### src/sv/masked_ipv4_filter_table_core_defines.svh
// Assertion macros used by the filter table core.
`ifndef MASKED_IPV4_FILTER_TABLE_CORE_DEFINES_SVH
`define MASKED_IPV4_FILTER_TABLE_CORE_DEFINES_SVH

// Same-cycle implication, checked at every rising clock edge outside reset.
`define MIFT_ASSERT_IMPLY(label, ante, cons) \
   label: assert property (@(posedge clock) disable iff (reset) (ante) |-> (cons)) \
      else $error("filter table check failed");

// Next-cycle implication, checked at every rising clock edge outside reset.
`define MIFT_ASSERT_NEXT(label, ante, cons) \
   label: assert property (@(posedge clock) disable iff (reset) (ante) |=> (cons)) \
      else $error("filter table check failed");

`endif

### src/sv/mift_pkg.sv
// Package with the constants, types and helper functions of the filter table.
`timescale 1ns / 1ps
`default_nettype none

package mift_pkg;

   localparam int ADDR_W      = 32;
   localparam int ACTION_W    = 2;
   localparam int STATUS_W    = 3;
   localparam int OCTET_W     = 8;
   localparam int OCTETS      = ADDR_W / OCTET_W;
   localparam int TABLE_DEPTH = 1024;
   localparam int NUM_CELLS   = (TABLE_DEPTH >= 8) ? 8 : 1;
   localparam int BANK_DEPTH  = TABLE_DEPTH / NUM_CELLS;
   localparam int ROW_W       = (BANK_DEPTH > 1) ? $clog2(BANK_DEPTH) : 1;
   localparam int CELL_W      = (NUM_CELLS > 1) ? $clog2(NUM_CELLS) : 1;
   localparam int COUNT_W     = $clog2(TABLE_DEPTH + 1);
   localparam int ENTRY_W     = ADDR_W + 1;

   localparam logic [OCTET_W-1:0] OCTET_ONES = 8'hFF;

   typedef enum logic [ACTION_W-1:0] {
      ACT_ADD    = 2'd0,
      ACT_REMOVE = 2'd1,
      ACT_CHECK  = 2'd2
   } action_type;

   typedef enum logic [STATUS_W-1:0] {
      ST_OK       = 3'd0,
      ST_DUP      = 3'd1,
      ST_FULL     = 3'd2,
      ST_REMOVED  = 3'd3,
      ST_NOTFOUND = 3'd4
   } status_type;

   typedef enum logic [1:0] {
      TOK_SWEEP = 2'd0,
      TOK_WRITE = 2'd1,
      TOK_CLEAR = 2'd2
   } tok_kind_type;

   typedef enum logic [2:0] {
      S_CLEAR  = 3'd0,
      S_IDLE   = 3'd1,
      S_SWEEP  = 3'd2,
      S_DRAIN  = 3'd3,
      S_DECIDE = 3'd4,
      S_REPLY  = 3'd5
   } ctrl_state_type;

   // One token travels down the cell row per cycle and collects the sweep result.
   typedef struct packed {
      logic                  valid;
      tok_kind_type          kind;
      logic [ACTION_W-1:0]   op;
      logic [ROW_W-1:0]      row;
      logic [CELL_W-1:0]     pos;
      logic [CELL_W-1:0]     dst;
      logic [ADDR_W-1:0]     key;
      logic                  hit;
      logic                  free_found;
      logic [CELL_W-1:0]     free_pos;
      logic [ROW_W-1:0]      free_row;
   } tok_type;

   // A zero octet in a pattern is a wildcard; any other octet must match exactly.
   function automatic logic [ADDR_W-1:0] pattern_mask(input logic [ADDR_W-1:0] pat);
      logic [ADDR_W-1:0] m;
      m = '0;
      for (int k = 0; k < OCTETS; k++) begin
         if (pat[k*OCTET_W +: OCTET_W] != '0) begin
            m[k*OCTET_W +: OCTET_W] = OCTET_ONES;
         end
      end
      return m;
   endfunction

endpackage

`default_nettype wire

### src/sv/mift_cell.sv
// One cell of the table row: a bank of entries, a token stage and the compare logic.
`timescale 1ns / 1ps
`default_nettype none

module mift_cell import mift_pkg::*; (
   input  wire logic    clock,
   input  wire logic    reset,
   input  tok_type      tok_in,
   output tok_type      tok_out
);

   // Each word holds the valid bit on top of the 32-bit pattern.
   logic [ENTRY_W-1:0] bank_ff [BANK_DEPTH];
   logic [ENTRY_W-1:0] rd_ff;
   tok_type            tok_ff;

   logic               entry_valid;
   logic [ADDR_W-1:0]  entry_pat;
   logic               is_equal;
   logic               is_match;
   logic               wr_en;
   logic [ENTRY_W-1:0] wr_data;

   always_ff @(posedge clock) begin
      if (reset) begin
         tok_ff.valid <= 1'b0;
      end else begin
         tok_ff <= tok_in;
      end
   end

   // The read address comes with the incoming token, so the data lines up with tok_ff.
   always_ff @(posedge clock) begin
      rd_ff <= bank_ff[tok_in.row];
      if (wr_en) begin
         bank_ff[tok_ff.row] <= wr_data;
      end
   end

   assign entry_valid = rd_ff[ENTRY_W-1];
   assign entry_pat   = rd_ff[ADDR_W-1:0];
   assign is_equal    = entry_valid && (entry_pat == tok_ff.key);
   assign is_match    = entry_valid && ((tok_ff.key & pattern_mask(entry_pat)) == entry_pat);

   always_comb begin
      wr_en   = 1'b0;
      wr_data = '0;
      if (tok_ff.valid) begin
         case (tok_ff.kind)
            TOK_SWEEP: begin
               if (tok_ff.op == ACT_REMOVE && is_equal) begin
                  wr_en   = 1'b1;
                  wr_data = {1'b0, entry_pat};
               end
            end
            TOK_WRITE: begin
               if (tok_ff.dst == tok_ff.pos) begin
                  wr_en   = 1'b1;
                  wr_data = {1'b1, tok_ff.key};
               end
            end
            TOK_CLEAR: begin
               wr_en = 1'b1;
            end
            default: begin
               wr_en = 1'b0;
            end
         endcase
      end
   end

   always_comb begin
      tok_out     = tok_ff;
      tok_out.pos = tok_ff.pos + CELL_W'(1);
      if (tok_ff.kind == TOK_SWEEP) begin
         if (tok_ff.op == ACT_CHECK) begin
            tok_out.hit = tok_ff.hit | is_match;
         end else begin
            tok_out.hit = tok_ff.hit | is_equal;
         end
         if (!tok_ff.free_found && !entry_valid) begin
            tok_out.free_found = 1'b1;
            tok_out.free_pos   = tok_ff.pos;
            tok_out.free_row   = tok_ff.row;
         end
      end
   end

endmodule

`default_nettype wire

### config.mk
export PLATFORM = sky130hd
export DESIGN_NAME = mift_cell
export DESIGN_NICKNAME = d
export VERILOG_FILES = /design/src/sv/masked_ipv4_filter_table_core_defines.svh /design/src/sv/mift_pkg.sv /design/src/sv/mift_cell.sv
export SDC_FILE = /design/constraint.sdc
export NUM_CORES = 2
export LEC_CHECK = 0
export BUFFER_PORTS_ARGS = -buffer_cell sky130_fd_sc_hd__buf_2
export CAP_MARGIN = 20
export CELL_PAD_IN_SITES_DETAIL_PLACEMENT = 0
export CELL_PAD_IN_SITES_GLOBAL_PLACEMENT = 2
export CORE_UTILIZATION = 55
export DETAILED_ROUTE_END_ITERATION = 7
export GPL_ROUTABILITY_DRIVEN = 0
export PLACE_DENSITY = 0.85
export SLEW_MARGIN = 30
export SYNTH_ARGS = -nofsm -noshare
export SYNTH_HDL_FRONTEND = slang
export SYNTH_MEMORY_MAX_BITS = 65536
export SYNTH_SLANG_ARGS = --single-unit
### constraint.sdc
create_clock -name clock -period 14.1 [get_ports clock]
set_input_delay 1.41 -clock clock [delete_from_list [all_inputs] [get_ports clock]]
set_output_delay 1.41 -clock clock [all_outputs]
set_load 0.01 [all_outputs]
==> qor.csv <==
metric,value,unit
dp_cells,10420,
hold_viol_final,0,
cts_max_path_buffers,4,
die_w,549.4,um
ys_async_sr_fraction,0,%
nNetsFinal,6976,
final_common_cell,edfxtp_1,
final_cells,11220,
slowest_stage,nor4_2,
path_cells,nor2b_1 > a2111oi_0 > nand4_1 > nor4_2 > buf_4 > a21o_1 > buf_2,
synth_warnings,0,
p_leak,45.54,nW
dieArea,0.3018,mm2
wl_per_cell,38.86,um
clock_sinks,4319,
insertion_delay,1.00,ns
fmax,174.0,MHz
rows,200,
rsz0062_at_grt,false,
die_h,549.4,um
ctsResizeCount,0,
start_util,55.39,%
grt_pass1_vias,77160,
maxCapViolations,0,
synthFlopType,edfxtp_1,
dp_hpwl,231600,um
area_delta_synth_final,12.78,%
power.density,138.3,mW/mm2
final_max_slew_viol_count,0,
drc_errors,0,
relSlewSlack,26.86,%
use_met2,44.91,%
holdBufCountCts,0,
n_fill_cell,18760,
grt_pass1_wl,604400,um
globalRoute.busiestLayer,met2,
postCtsSetupBuffers,0,
drive_above_1_share,35.90,%
ant_nets,0,
crit_required,12.69,ns
crit_fanout,26,
ys_ff_latch,4319,
track_usage,29.23,%
met1_usage,39.90,%
critPathCaptureType,output pin,
max-vdd-ir-drop,0.0001285,V
yosysSeqAreaShare,78.49,%
cts_tree,done,
core_region_area,0.2975,mm2
syn_nets,6555,
grt_max_degree,148,
first_pass_iters,5,
setup_viol,0,
fin_util,62.47,%
grt_overflow,0,
clock_skew,0.08257,ns
viasPerCell,6.887,
cts_root_buf,clkbuf_16,
max_stage_delay,0.76,ns
htree_levels,5,
period_share,40.76,%
numPortBuffers,125,
worstMarginPinSlew,1.097,ns
vias,77270,
io_pins,126,
syn_inst,6490,
hold_class,in -> reg,
holdWs,0.5827,ns
fin_tns_setup,0,ns
crit_path_start_kind,register,
path_clk_slew,0.06,ns
synth_area,0.1648,mm2
finalCriticalPeriod,5.747,ns
arrival,4.34,ns
wirelength,436000,um
synth_edf_count,4285,
dr.first_iter.drc_count,11580,
outcome,completed,
antenna_found_initial,44,
syn_area_per_cell,25.39,um2
crit_type,reg -> out,
synth_cell_types,41,
met3_usage,7.452,%
final_cell_mix,"4285 x edfxtp_1, 1386 x mux4_2, 420 x clkbuf_16",
cts_made_buffers,419,
where the power goes:
group / total, mW / leakage, nW / switching [mW] / internal (mW)
combinational: 0.568 / 8.89 / 0.361 / 0.206
clock: 11.2 / 6.65 / 4.87 / 6.28
sequential: 14.0 / 30.0 / 0.0434 / 13.9
total: 25.7 / 45.5 / 5.28 / 20.4
per-layer routing:
layer	vias to the layer above	wire length [um]
li1	29290	-
met3	877	55930
met5	-	112
met2	5482	203900
met4	16	23110
met1	41610	153000
metrics by stage:
stage               power [mW]  cell area [um2]  setup slack, ns
floorplan                14.62           164800            8.251
finish                   25.71           185900            8.353
global route             26.29           185800            8.366
detailed placement       14.82           171800            7.929
CTS                      25.80           185600            8.344
global placement         14.82           171700            7.936
synth_stat cells (all sizes together), types with 2 or more instances:
master	instances	area share (%)
mux4	1386	19
a21oi	5	0.015
inv	24	0.055
nor2	37	0.084
or4	6	0.027
o2111a	2	0.014
nand3b	3	0.014
xnor2	2	0.011
o22ai	8	0.030
a22oi	3	0.014
or3b	2	0.011
a2111oi	7	0.037
nand2b	8	0.030
xor2	2	0.011
nor4	8	0.034
nor2b	29	0.11
buf	189	0.61
dfxtp	34	0.41
mux2	43	0.29
clkbuf	210	0.48
edfxtp	4285	78
nand4	4	0.015
nor3	130	0.39
nand2	13	0.030
a32oi	32	0.17
nand3	7	0.021
logic make-up after synthesis:
kind of cell               synth area share, %
buffers and inverters                    1.146
adders and majority gates             0.007591
xor gates and xnor gates               0.02126
DFF                                      78.49
and+or+nand+nor                         0.7828
muxes                                    19.23
AOI/OAI and AO/OA                       0.3158
final cells by class:
type                            instances  area, um2  share of cell area (%)
Tap cell                             3939       4928                   2.652
Clock buffer                          530      11120                   5.985
Sequential cell                      4319     129400                   69.60
Clock inverter                        244       2595                   1.396
Inverter                               24      92.59                 0.04982
Multi-Input combinational cell       1748      34520                   18.57
Antenna cell                           16      40.04                 0.02154
Timing Repair Buffer                  399       3201                   1.722
worst paths after layout:
| check | to | cells after the start | start | slack (ns) |
|---|---|---|---|---|
| max | tok_out[11] | 7 | tok_out[37] | 8.35 |
| min | tok_out[35] | 1 | tok_in[35] | 0.58 |
| max reg2reg | bank_ff[22][29] | 8 | tok_out[37] | 8.98 |
| min reg2reg | bank_ff[46][22] | 2 | rd_ff[22] | 1.02 |
state kept, by name, indices dropped and copies added, names as in the netlist:
register and count:
bank_ff 4224, tok_out 47, rd_ff 33, tok_ff 15
critical path: cells and delay by family, from the launching register on:
family	cells	cell delay, ns
flip-flops	1	0.70
AND/OR/NAND/NOR	3	1.14
AO/OA/AOI/OAI	2	0.87
buffers and inverters	2	0.61
Note: power is estimated with default switching activity, not from simulation.
